<file path="src/hw/rtl/adsr_pkg.sv">
`timescale 1ns / 1ps

package adsr_pkg;

	localparam int LEVEL_W = 15;
	localparam int STEP_W = 16;
	localparam int COUNT_W = 11;
	localparam int COUNT_MAX = (2 ** COUNT_W) - 1;
	localparam logic [LEVEL_W-1:0] LEVEL_MAX = 15'd32767;

	localparam int ADDR_W = 5;
	localparam int DATA_W = 32;

	localparam logic [2:0] REG_PEAK = 3'd0;
	localparam logic [2:0] REG_HOLD = 3'd1;
	localparam logic [2:0] REG_RISE = 3'd2;
	localparam logic [2:0] REG_FALL = 3'd3;
	localparam logic [2:0] REG_FADE = 3'd4;

	typedef enum logic [1:0] {
		KIND_ADVANCE  = 2'd0,
		KIND_START    = 2'd1,
		KIND_RELEASE  = 2'd2,
		KIND_REATTACK = 2'd3
	} kind_e;

	typedef enum logic [1:0] {
		PH_ATTACK  = 2'd0,
		PH_DECAY   = 2'd1,
		PH_SUSTAIN = 2'd2,
		PH_RELEASE = 2'd3
	} phase_e;

	typedef struct packed {
		kind_e              kind;
		logic [COUNT_W-1:0] num_samples;
	} item_t;

	typedef struct packed {
		logic [LEVEL_W-1:0] env_level;
		phase_e             env_phase;
	} result_t;

	typedef struct packed {
		logic [LEVEL_W-1:0]       peak_level;
		logic [LEVEL_W-1:0]       hold_level;
		logic [LEVEL_W-1:0]       rise_step;
		logic signed [STEP_W-1:0] fall_step;
		logic signed [STEP_W-1:0] fade_step;
	} cfg_t;

	typedef struct packed {
		logic load;
		logic step;
		logic publish;
	} cmd_t;

	typedef struct packed {
		logic quantum_due;
	} stat_t;

	// clamp a widened signed sum into the unsigned level range
	function automatic logic [LEVEL_W-1:0] sat_level(input logic signed [17:0] v);
		logic [LEVEL_W-1:0] r;
		if (v < 18'sd0) begin
			r = '0;
		end else if (v > signed'({3'b000, LEVEL_MAX})) begin
			r = LEVEL_MAX;
		end else begin
			r = v[LEVEL_W-1:0];
		end
		return r;
	endfunction

endpackage

</file>
<file path="src/hw/rtl/adsr_envelope_generator_top.sv">
`timescale 1ns / 1ps

// ADSR envelope generator.
// Input channel item/item_valid/item_ready carries one command: advance by
// num_samples samples, start a note, release, or reattack. Every
// transaction returns one result (level and phase) on result/result_valid/
// result_ready. Envelope shape registers sit on the APB port (pready is
// always high). The user must write them only while the block is idle;
// the block itself does not enforce this. An item is accepted, each whole
// quantum is applied in turn, then the output register is loaded. The
// number of quanta an item completes is at most (QUANTUM - 1 + MAX_BLOCK) /
// QUANTUM, four at the default sizes. The single quantum update unit is the
// limiting loop. Start applies exactly one quantum; release and reattack
// apply none.
// A new item is accepted while an earlier result still waits in the output
// register; if the receiver stalls, processing halts before the output
// load until the register frees up.
// Reset clears level, phase (attack) and sample counter, drops result_valid
// and restores all shape registers to their full-scale defaults.

module adsr_envelope_generator_top #(
	parameter int QUANTUM = 256,
	parameter int MAX_BLOCK = 1024
) (
	input  logic                        clk,
	input  logic                        arst_n,
	input  logic                        item_valid,
	output logic                        item_ready,
	input  adsr_pkg::item_t             item,
	output logic                        result_valid,
	input  logic                        result_ready,
	output adsr_pkg::result_t           result,
	input  logic                        psel,
	input  logic                        penable,
	input  logic                        pwrite,
	input  logic [adsr_pkg::ADDR_W-1:0] paddr,
	input  logic [adsr_pkg::DATA_W-1:0] pwdata,
	output logic [adsr_pkg::DATA_W-1:0] prdata,
	output logic                        pready
);

	adsr_pkg::cfg_t  cfg;
	adsr_pkg::cmd_t  cmd;
	adsr_pkg::stat_t stat;

	adsr_regs u_regs (
		.clk     (clk),
		.arst_n  (arst_n),
		.psel    (psel),
		.penable (penable),
		.pwrite  (pwrite),
		.paddr   (paddr),
		.pwdata  (pwdata),
		.prdata  (prdata),
		.pready  (pready),
		.cfg     (cfg)
	);

	adsr_ctrl u_ctrl (
		.clk          (clk),
		.arst_n       (arst_n),
		.item_valid   (item_valid),
		.item_ready   (item_ready),
		.result_valid (result_valid),
		.result_ready (result_ready),
		.stat         (stat),
		.cmd          (cmd)
	);

	adsr_datapath #(
		.QUANTUM   (QUANTUM),
		.MAX_BLOCK (MAX_BLOCK)
	) u_datapath (
		.clk    (clk),
		.arst_n (arst_n),
		.item   (item),
		.cfg    (cfg),
		.cmd    (cmd),
		.stat   (stat),
		.result (result)
	);

endmodule

</file>
<file path="src/hw/rtl/adsr_regs.sv">
`timescale 1ns / 1ps

module adsr_regs (
	input  logic                        clk,
	input  logic                        arst_n,
	input  logic                        psel,
	input  logic                        penable,
	input  logic                        pwrite,
	input  logic [adsr_pkg::ADDR_W-1:0] paddr,
	input  logic [adsr_pkg::DATA_W-1:0] pwdata,
	output logic [adsr_pkg::DATA_W-1:0] prdata,
	output logic                        pready,
	output adsr_pkg::cfg_t              cfg
);

	adsr_pkg::cfg_t cfg_q;
	logic [2:0] idx;
	logic wr_en;

	assign pready = 1'b1;
	assign idx = paddr[4:2];
	assign wr_en = psel && penable && pwrite && pready;
	assign cfg = cfg_q;

	always_ff @(posedge clk or negedge arst_n) begin
		if (!arst_n) begin
			cfg_q.peak_level <= adsr_pkg::LEVEL_MAX;
			cfg_q.hold_level <= adsr_pkg::LEVEL_MAX;
			cfg_q.rise_step <= adsr_pkg::LEVEL_MAX;
			cfg_q.fall_step <= -16'sd32767;
			cfg_q.fade_step <= -16'sd32767;
		end else if (wr_en) begin
			unique case (idx)
				adsr_pkg::REG_PEAK: cfg_q.peak_level <= pwdata[14:0];
				adsr_pkg::REG_HOLD: cfg_q.hold_level <= pwdata[14:0];
				adsr_pkg::REG_RISE: cfg_q.rise_step <= pwdata[14:0];
				adsr_pkg::REG_FALL: cfg_q.fall_step <= signed'(pwdata[15:0]);
				adsr_pkg::REG_FADE: cfg_q.fade_step <= signed'(pwdata[15:0]);
				default: ;
			endcase
		end
	end

	always_comb begin
		unique case (idx)
			adsr_pkg::REG_PEAK: prdata = {17'd0, cfg_q.peak_level};
			adsr_pkg::REG_HOLD: prdata = {17'd0, cfg_q.hold_level};
			adsr_pkg::REG_RISE: prdata = {17'd0, cfg_q.rise_step};
			adsr_pkg::REG_FALL: prdata = {{16{cfg_q.fall_step[15]}}, cfg_q.fall_step};
			adsr_pkg::REG_FADE: prdata = {{16{cfg_q.fade_step[15]}}, cfg_q.fade_step};
			default: prdata = '0;
		endcase
	end

endmodule

</file>
<file path="src/hw/rtl/adsr_datapath.sv">
`timescale 1ns / 1ps

module adsr_datapath #(
	parameter int QUANTUM = 256,
	parameter int MAX_BLOCK = 1024
) (
	input  logic              clk,
	input  logic              arst_n,
	input  adsr_pkg::item_t   item,
	input  adsr_pkg::cfg_t    cfg,
	input  adsr_pkg::cmd_t    cmd,
	output adsr_pkg::stat_t   stat,
	output adsr_pkg::result_t result
);

	// counter holds leftover samples plus the samples of the current transaction
	localparam int ACC_W = $clog2(QUANTUM + adsr_pkg::COUNT_MAX);
	localparam int CNT_CAP = (MAX_BLOCK < adsr_pkg::COUNT_MAX) ? MAX_BLOCK : adsr_pkg::COUNT_MAX;

	logic [adsr_pkg::LEVEL_W-1:0] level_q;
	adsr_pkg::phase_e             phase_q;
	logic [ACC_W-1:0]             acc_q;
	adsr_pkg::result_t            result_q;

	logic [adsr_pkg::COUNT_W-1:0] count_eff;
	logic [15:0]                  rise_sum;
	logic signed [17:0]           fall_sum;
	logic signed [17:0]           fade_sum;
	logic [adsr_pkg::LEVEL_W-1:0] nxt_level;
	adsr_pkg::phase_e             nxt_phase;

	assign count_eff = (item.num_samples > adsr_pkg::COUNT_W'(CNT_CAP))
		? adsr_pkg::COUNT_W'(CNT_CAP) : item.num_samples;

	assign rise_sum = {1'b0, level_q} + {1'b0, cfg.rise_step};
	assign fall_sum = signed'({3'b000, level_q}) + signed'({{2{cfg.fall_step[15]}}, cfg.fall_step});
	assign fade_sum = signed'({3'b000, level_q}) + signed'({{2{cfg.fade_step[15]}}, cfg.fade_step});

	always_comb begin
		nxt_level = level_q;
		nxt_phase = phase_q;
		case (phase_q)
			adsr_pkg::PH_ATTACK: begin
				if (rise_sum >= {1'b0, cfg.peak_level}) begin
					nxt_level = cfg.peak_level;
					nxt_phase = adsr_pkg::PH_DECAY;
				end else begin
					nxt_level = rise_sum[14:0];
				end
			end
			adsr_pkg::PH_DECAY: begin
				// a hold level above the current level still ends decay when fall_step is not positive
				if (fall_sum <= signed'({3'b000, cfg.hold_level})) begin
					nxt_level = cfg.hold_level;
					nxt_phase = adsr_pkg::PH_SUSTAIN;
				end else begin
					nxt_level = adsr_pkg::sat_level(fall_sum);
				end
			end
			adsr_pkg::PH_RELEASE: nxt_level = adsr_pkg::sat_level(fade_sum);
			default: ;
		endcase
	end

	always_ff @(posedge clk or negedge arst_n) begin
		if (!arst_n) begin
			level_q <= '0;
			phase_q <= adsr_pkg::PH_ATTACK;
			acc_q <= '0;
		end else if (cmd.load) begin
			case (item.kind)
				adsr_pkg::KIND_ADVANCE: acc_q <= acc_q + ACC_W'(count_eff);
				adsr_pkg::KIND_START: begin
					// one forced quantum from a cleared state
					level_q <= '0;
					phase_q <= adsr_pkg::PH_ATTACK;
					acc_q <= ACC_W'(QUANTUM);
				end
				adsr_pkg::KIND_RELEASE: phase_q <= adsr_pkg::PH_RELEASE;
				default: phase_q <= adsr_pkg::PH_ATTACK;
			endcase
		end else if (cmd.step) begin
			level_q <= nxt_level;
			phase_q <= nxt_phase;
			acc_q <= acc_q - ACC_W'(QUANTUM);
		end
	end

	always_ff @(posedge clk) begin
		if (cmd.publish) begin
			result_q.env_level <= level_q;
			result_q.env_phase <= phase_q;
		end
	end

	assign stat.quantum_due = (acc_q >= ACC_W'(QUANTUM));
	assign result = result_q;

`ifndef SYNTHESIS
	a_step_consumes_quantum: assert property (@(posedge clk) disable iff (!arst_n)
		cmd.step |=> acc_q == $past(acc_q) - ACC_W'(QUANTUM))
		else $error("quantum step did not consume one quantum");
	a_sustain_holds: assert property (@(posedge clk) disable iff (!arst_n)
		(cmd.step && phase_q == adsr_pkg::PH_SUSTAIN) |=> $stable(level_q))
		else $error("sustain quantum moved the level");
	a_publish_level: assert property (@(posedge clk) disable iff (!arst_n)
		cmd.publish |=> (result.env_level == $past(level_q) && result.env_phase == $past(phase_q)))
		else $error("published result differs from state");
`endif

endmodule

</file>
<file path="src/hw/rtl/adsr_ctrl.sv">
`timescale 1ns / 1ps

module adsr_ctrl (
	input  logic            clk,
	input  logic            arst_n,
	input  logic            item_valid,
	output logic            item_ready,
	output logic            result_valid,
	input  logic            result_ready,
	input  adsr_pkg::stat_t stat,
	output adsr_pkg::cmd_t  cmd
);

	typedef enum logic [1:0] {
		S_IDLE = 2'b01,
		S_RUN  = 2'b10
	} state_t;

	state_t state_q;
	state_t state_d;
	logic   out_valid_q;
	logic   out_free;

	assign out_free = !out_valid_q || result_ready;
	assign item_ready = (state_q == S_IDLE);
	assign result_valid = out_valid_q;

	always_comb begin
		cmd = '0;
		state_d = state_q;
		unique case (state_q)
			S_IDLE: begin
				if (item_valid) begin
					cmd.load = 1'b1;
					state_d = S_RUN;
				end
			end
			S_RUN: begin
				if (stat.quantum_due) begin
					cmd.step = 1'b1;
				end else if (out_free) begin
					cmd.publish = 1'b1;
					state_d = S_IDLE;
				end
			end
			default: state_d = S_IDLE;
		endcase
	end

	always_ff @(posedge clk or negedge arst_n) begin
		if (!arst_n) begin
			state_q <= S_IDLE;
			out_valid_q <= 1'b0;
		end else begin
			state_q <= state_d;
			if (cmd.publish) begin
				out_valid_q <= 1'b1;
			end else if (result_ready) begin
				out_valid_q <= 1'b0;
			end
		end
	end

`ifndef SYNTHESIS
	a_accept_runs: assert property (@(posedge clk) disable iff (!arst_n)
		(item_valid && item_ready) |=> (state_q == S_RUN && !item_ready))
		else $error("accepted transaction did not start processing");
	a_publish_sets_valid: assert property (@(posedge clk) disable iff (!arst_n)
		cmd.publish |=> result_valid)
		else $error("published result not presented");
	a_no_overwrite: assert property (@(posedge clk) disable iff (!arst_n)
		(result_valid && !result_ready) |-> !cmd.publish)
		else $error("pending result overwritten");
`endif

endmodule
</file>
<file path="config.mk">
export PLATFORM = sky130hd
export DESIGN_NAME = adsr_envelope_generator_top
export DESIGN_NICKNAME = d
export VERILOG_FILES = /design/src/hw/rtl/adsr_pkg.sv /design/src/hw/rtl/adsr_envelope_generator_top.sv /design/src/hw/rtl/adsr_regs.sv /design/src/hw/rtl/adsr_datapath.sv /design/src/hw/rtl/adsr_ctrl.sv
export SDC_FILE = /design/constraint.sdc
export NUM_CORES = 1
export LEC_CHECK = 0
export BUFFER_PORTS_ARGS = -buffer_cell sky130_fd_sc_hd__buf_4
export CAP_MARGIN = 20
export CORE_MARGIN = 8
export CORE_UTILIZATION = 65
export DETAILED_ROUTE_END_ITERATION = 7
export PLACE_DENSITY = 0.87
export SYNTH_ARGS = -nofsm -noshare
export SYNTH_HDL_FRONTEND = slang
export SYNTH_SLANG_ARGS = --single-unit
</file>
<file path="constraint.sdc">
create_clock -name clk -period 13.25 [get_ports clk]
set_clock_uncertainty 0.2 [all_clocks]
set_input_delay 1.325 -clock clk [delete_from_list [all_inputs] [get_ports clk]]
set_output_delay 1.325 -clock clk [all_outputs]
set_load 0.01 [all_outputs]
</file>
Word-level counts from Yosys, hierarchy flattened
Index checks and enable logic that the tools add are counted.
{"block": "classes", "addsub": 5, "order_cmp": 8, "n_eq_ne": 18, "muxes": 33, "reduce_logical": 20}
{"operator": "case mux 32 bit (5 select lines)", "n": 1}
{"operator": "2-to-1 mux 15 bit", "n": 9}
{"operator": "case mux 15 bit (3 select lines)", "n": 1}
{"operator": "> comparator 18 x 16 -> 1 bit, second input constant", "n": 2}
{"operator": "less-than comparator 18 x 1 -> 1 bit, second input constant", "n": 2}
{"operator": "adder 16 x 16 -> 17 bit", "n": 2}
{"operator": "2-to-1 mux 12 bit", "n": 2}
{"operator": "case mux 12 bit (2 select lines)", "n": 1}
{"operator": "<= comparator 18 x 16 -> 1 bit", "n": 1}
{"operator": "adder 15 x 15 -> 16 bit", "n": 1}
{"operator": "greater-or-equal comparator 16 x 15 -> 1 bit", "n": 1}
{"operator": "2-to-1 mux 2 bit", "n": 8}
{"operator": "adder 12 x 11 -> 12 bit", "n": 1}
{"operator": "greater-or-equal comparator 12 x 9 -> 1 bit, second input constant", "n": 1}
{"operator": "case mux 2 bit (2 select lines)", "n": 3}
{"operator": "AND reduction 2 bit", "n": 6}
{"operator": "subtractor 12 x 9 -> 12 bit, second input constant", "n": 1}
{"operator": "> comparator 11 bit, second input constant", "n": 1}
{"operator": "2-to-1 mux 11 bit", "n": 1}
{"operator": "2-to-1 mux 1 bit", "n": 7}
{"operator": "equality test 2 x 1 -> 1 bit, second input constant", "n": 3}
{"operator": "equality test 2 bit, second input constant", "n": 3}
{"operator": "equality test 3 x 2 -> 1 bit, second input constant", "n": 2}
{"operator": "!= test 2 bit, second input constant", "n": 3}
{"operator": "other kinds (15)", "n": 21}
{"block": "word_totals", "reg_bits": 126, "out_inout_bits": 52, "word_cells": 96}

Logic depth before layout (Yosys ltp)
{"block": "depth", "depth_word": 8, "mapped_depth": 20, "ltp_nobuf": 18}

Cells and area by module
From an unflattened synthesis, not the netlist that was laid out.
{"block": "hier_totals", "hier_cells": 973, "hier_area_um2": 9760.6}
{"mod": "adsr_datapath", "n_inst": 1, "cells_per_inst": 691, "area_each_um2": 5873.1}
{"mod": "adsr_regs", "n_inst": 1, "cells_per_inst": 267, "area_each_um2": 3737.3}
{"mod": "adsr_ctrl", "n_inst": 1, "cells_per_inst": 15, "area_each_um2": 150.1}

Worst setup path before layout
OpenSTA, ideal clock, no wires.
{"block": "synth_path", "kind": "input port to output port", "from": "in paddr[4] in the netlist's numbering", "to": "out prdata[16] in the netlist's numbering", "arrival_time_ns": 3.462, "t_required_ns": 11.725, "path_slack_ns": 8.263, "path_stages": 4, "cell_sequence": "clkbuf_1 > buf_1 > o32ai_1 > buf_4"}
{"block": "synth_via", "elab_chain_cells": 2, "word_cells_on_any_way": 6, "cone_classes": "eq/ne: 4; mux: 1; reduce/logical: 1"}
{"element": "start, declared", "line_no": "adsr_envelope_generator_top.sv:36", "source": "input logic [adsr_pkg::ADDR_W-1:0] paddr,"}
{"element": "equality test 3 bit (tied with other cells)", "line_no": "adsr_regs.sv:45", "source": "unique case (idx)"}
{"element": "case mux 32 bit (5 select lines) (*)", "line_no": "adsr_regs.sv:45"}
{"element": "end, declared", "line_no": "adsr_envelope_generator_top.sv:38", "source": "output logic [adsr_pkg::DATA_W-1:0] prdata,"}
Every way passes the cells marked *; elsewhere a longest branch is shown, timed or not.

Worst setup path after layout
{"block": "layout_path", "from": "reg u_datapath.level_q[1] in the netlist's numbering", "to": "reg u_datapath.level_q[1] in the netlist's numbering"}
{"block": "layout_via", "elab_chain_cells": 8, "word_cells_on_any_way": 18, "cone_classes": "add/sub: 3; order compare: 6; mux: 9"}
{"element": "start, declared", "line_no": "adsr_datapath.sv:20", "source": "logic [adsr_pkg::LEVEL_W-1:0] level_q;"}
{"element": "start signal, assigned", "line_no": "adsr_datapath.sv:83", "source": "level_q <= nxt_level;"}
{"element": "adder 16 x 16 -> 17 bit", "line_no": "adsr_datapath.sv:36", "source": "assign fall_sum = signed'({3'b000, level_q}) + signed'({{2{cfg.fall_step[15]}}, cfg.fall_step});"}
{"element": "> comparator 18 x 16 -> 1 bit", "line_no": "adsr_pkg.sv:67", "source": "end else if (v > signed'({3'b000, LEVEL_MAX})) begin"}
{"element": "2-to-1 mux 15 bit", "line_no": "adsr_pkg.sv:67"}
{"element": "2-to-1 mux 15 bit", "line_no": "adsr_pkg.sv:65", "source": "if (v < 18'sd0) begin"}
{"element": "2-to-1 mux 15 bit", "line_no": "adsr_datapath.sv:53", "source": "if (fall_sum <= signed'({3'b000, cfg.hold_level})) begin"}
{"element": "case mux 15 bit (3 select lines) (*)", "line_no": "adsr_datapath.sv:42", "source": "case (phase_q)"}
{"element": "2-to-1 mux 15 bit (*)", "line_no": "adsr_datapath.sv:82", "source": "end else if (cmd.step) begin"}
{"element": "2-to-1 mux 15 bit (*)", "line_no": "adsr_datapath.sv:70", "source": "end else if (cmd.load) begin"}
Every way passes the cells marked *; elsewhere a longest branch is shown, timed or not. The select of a mux whose other input is x is not followed.
A chain may end at the register's enable or synchronous reset.

==> flow_metrics.env <==
export IMPL_ios=109
export IMPL_reg2reg_depth=15
export IMPL_path_delay_family="compound AO/OA/AOI/OAI gates"
export IMPL_synth_top_area_share_pct=15.41
export IMPL_p_int_mw=1.263
export IMPL_clock_latency_ns=0.44
export IMPL_cts_sinks=126
export IMPL_synth_nets=1148
export IMPL_path_buf_inv=0
export IMPL_hold_class="flip-flop to flip-flop"
export IMPL_max_freq_mhz=178.6
export IMPL_fin_nets=1215
export IMPL_tightest_slew_ns=1.066
export IMPL_port_buffers=89
export IMPL_crit_path_max_fanout=17
export IMPL_cap_viol_max_count=0
export IMPL_numCtsBuffers=17
export IMPL_n_fill_cell=1001
export IMPL_die_w_um=137.4
export IMPL_synth_area_leaders="dfrtp_1 (15%), dfstp_2 (14%), ha_1 (11%)"
export IMPL_grt_pass1_wl_um=43990
export IMPL_routed_wl_um=27940
export IMPL_period_needed_ns=5.599
export IMPL_crit_chain="ha_1 > a211oi_1 > o211ai_1 > a21boi_0 > o21ai_0 > xor2_1 > ha_1 > nand4_1 > or2_1 > o32a_1 > o31ai_2 > a21oi_1 > or4_1 > or3_1 > a32o_1"
export IMPL_critPathKind="flip-flop to flip-flop"
export IMPL_crit_path_end_kind="flip-flop"
export IMPL_ys_seq_area_share_pct=34.46
export IMPL_wire_per_inst_um=22.12
export IMPL_grt_max_degree=82
export IMPL_drive_above_1_share_pct=23.35
export IMPL_ys_seq_elements=126
export IMPL_worstPathArrival_ns=5.72
export IMPL_ant_nets=0
export IMPL_synth_avg_cell_area_sq_um=9.589
export IMPL_rsz0062_at_grt="no"
export IMPL_cpPeakStageDelay_ns=0.94
export IMPL_cts_hold_buffers_added=0
export IMPL_holdPathStages=2
export IMPL_synthArstFlopShare_pct=86.51
export IMPL_antenna_cells=0
export IMPL_power_switching_mw=0.8889
export IMPL_track_usage_pct=30.13
export IMPL_crit_slowest_cell="or4_1"
export IMPL_grt_overflow_total=0
export IMPL_drc_errors=0
export IMPL_areaGrowthSynthToFinish_pct=13.85
export IMPL_yosysWarnings=0
export IMPL_cts_tree="yes"
export IMPL_post_cts_buffers=0
export IMPL_crit_cells=15
export IMPL_setup_violations_final=0
export IMPL_p_clk_share_pct=22.7
export IMPL_multi_input_area_sq_mm=0.005812
export IMPL_period_share_pct=42.25
export IMPL_synth_distinct_cells=78
export IMPL_grt_pass1_vias=8343
export IMPL_dr_pass1_iters=5
export IMPL_yosys_most_used_dff="dfrtp_1"
export IMPL_rows=44
export IMPL_p_per_area_mw_per_mm2=197.3
export IMPL_core_sq_mm=0.01448
export IMPL_fin_tns_setup_ns=0
export IMPL_finalMaxSlewViolations=0
export IMPL_routabilityCongestion=0.9659
export IMPL_status="finished, final reports clean"
export IMPL_slew_limit_headroom_pct=28.78
export IMPL_cts_resized=0
export IMPL_die_y_um=137.4
export IMPL_whs_ns=0.3243
export IMPL_viasPerCell=6.696
export IMPL_htreeDepth=4
export IMPL_start_kind="flip-flop"
export IMPL_antenna_found_initial=0
export IMPL_peakVddDrop_uv=104.1
export IMPL_rrSetupSlack_ns=7.65
export IMPL_cts_root_buffer="clkbuf_16"
export IMPL_drtIter0Drc=767
export IMPL_synth_edf_count=17
export IMPL_die_area_sq_mm=0.01888
export IMPL_synth_cells=999
export IMPL_p_sw_share_pct=41.32
export IMPL_syn_area_sq_mm=0.009579
export IMPL_cp_data_required_time_ns=13.37
export IMPL_finalHoldViolCount=0
export IMPL_cts_clk_slew_worst_paths_ns=0.06
export IMPL_crit_top_cell="ha_1"
export IMPL_place_hpwl_um=20560
export IMPL_power_leakage_nw=5.086
export IMPL_pwr_share_seq_pct=28.5
export IMPL_vias=8457
export IMPL_pwr_share_comb_pct=48.8
export IMPL_yosys_area_top_type="dfrtp_1"
export IMPL_dp_slack_ns=7.770
export IMPL_setup_slack_ns=7.651
export IMPL_start_util_pct=66.16
export IMPL_ff_latch_area_sq_mm=0.003301
export IMPL_cts_max_path_buffers=2
[worst min-delay path: stages, from the launching register on]
cell and delay [ns]:
dfrtp_1 0.35, nand2b_1 0.07, o21ai_0 0.07
[cell type report]
class	instances	share of cell area (%)
Sequential cell	126	30.27
Inverter	61	2.100
Tap cell	184	2.111
Clock inverter	7	1.010
Multi-Input combinational cell	763	53.29
Clock buffer	25	4.543
Timing Repair Buffer	97	6.677
[flip-flops by register name (all words and copies together), names as in the netlist]
name                 count
u_datapath.acc_q        12
u_datapath.result       17
u_ctrl.result_valid      1
u_regs.cfg              77
u_datapath.phase_q       2
u_ctrl.state_q           2
u_datapath.level_q      15
[logic make-up (layout without fill, tap and decap cells)]
family,count (synthesis),count (layout),share of synthesized area [%]
AO/OA/AOI/OAI,284,284,20.56
AND/OR/NAND/NOR,244,244,12.40
flip-flops,126,126,34.46
buffers and inverters,110,190,5.120
multiplexers,103,103,11.53
adder cells (fa/ha/maj),92,92,12.33
XOR/XNOR,39,39,3.566
other,1,1,0.03915
[layout by cell type, fill, tap and decap left out, drive strengths merged, types with 16 or more instances in the layout]
cell type,count
a21oi,63
mux2i,44
inv,60
a21o,25
nand2,72
mux2,59
buf,97
o22ai,16
ha,88
edfxtp,17
nor3,21
clkbuf,25
nor2,52
xnor2,30
nand2b,18
o21ai,51
dfstp,50
nor2b,18
dfrtp,59
[power groups by stage]
stage               Combinational, mW  Clock, mW  Sequential (mW)
global route                     1.15      0.502            0.622
finish                           1.05      0.489            0.614
CTS                              1.03      0.487            0.608
detailed placement               1.01          0            0.611
global placement                0.979          0            0.605
floorplan                       0.774          0            0.573
[per-stage QoR]
stage                     cell area [sq um]  std cells  total power, mW  util (%)
after floorplan                        9579        999            1.347         -
after CTS                             10910       1263            2.124     75.32
final                                 10910       1263            2.151     75.32
after global routing                  10910       1263            2.272     75.32
after global placement                10300       1231            1.584     71.14
after detailed placement              10300       1231            1.624     71.14
[synthesized netlist by cell type, drive strengths merged, types with 7 or more instances]
library cell / instances
ha: 88
nand2: 72
a21oi: 63
inv: 60
dfrtp: 59
mux2: 59
nor2: 52
o21ai: 51
dfstp: 50
mux2i: 44
xnor2: 30
buf: 26
a21o: 25
clkbuf: 23
nor3: 21
nand2b: 18
nor2b: 18
edfxtp: 17
o22ai: 16
a211oi: 12
nand3: 12
o31ai: 11
or3: 11
a31oi: 10
o21a: 10
a221o: 9
a22oi: 9
xor2: 9
or2: 8
a32o: 7
and2: 7
and3: 7
o21bai: 7
[routing by layer]
layer	track usage (%)	wire length [um]	share of wire [%]
met4	12.73	864	3.1
met5	0	0	0
met1	38.72	11020	39
met2	47.88	13180	47
met3	6.820	2871	10
[worst paths after layout]
check                                         to                  start
max                        u_datapath.level_q[1]  u_datapath.level_q[1]
min                          u_ctrl.result_valid    u_ctrl.result_valid
max reg2reg                u_datapath.level_q[1]  u_datapath.level_q[1]
min reg2reg                  u_ctrl.result_valid    u_ctrl.result_valid
max in group asynchronous          u_regs.cfg[2]                 arst_n
min in group asynchronous         u_regs.cfg[20]                 arst_n
Power figures use the tool's default switching activity.
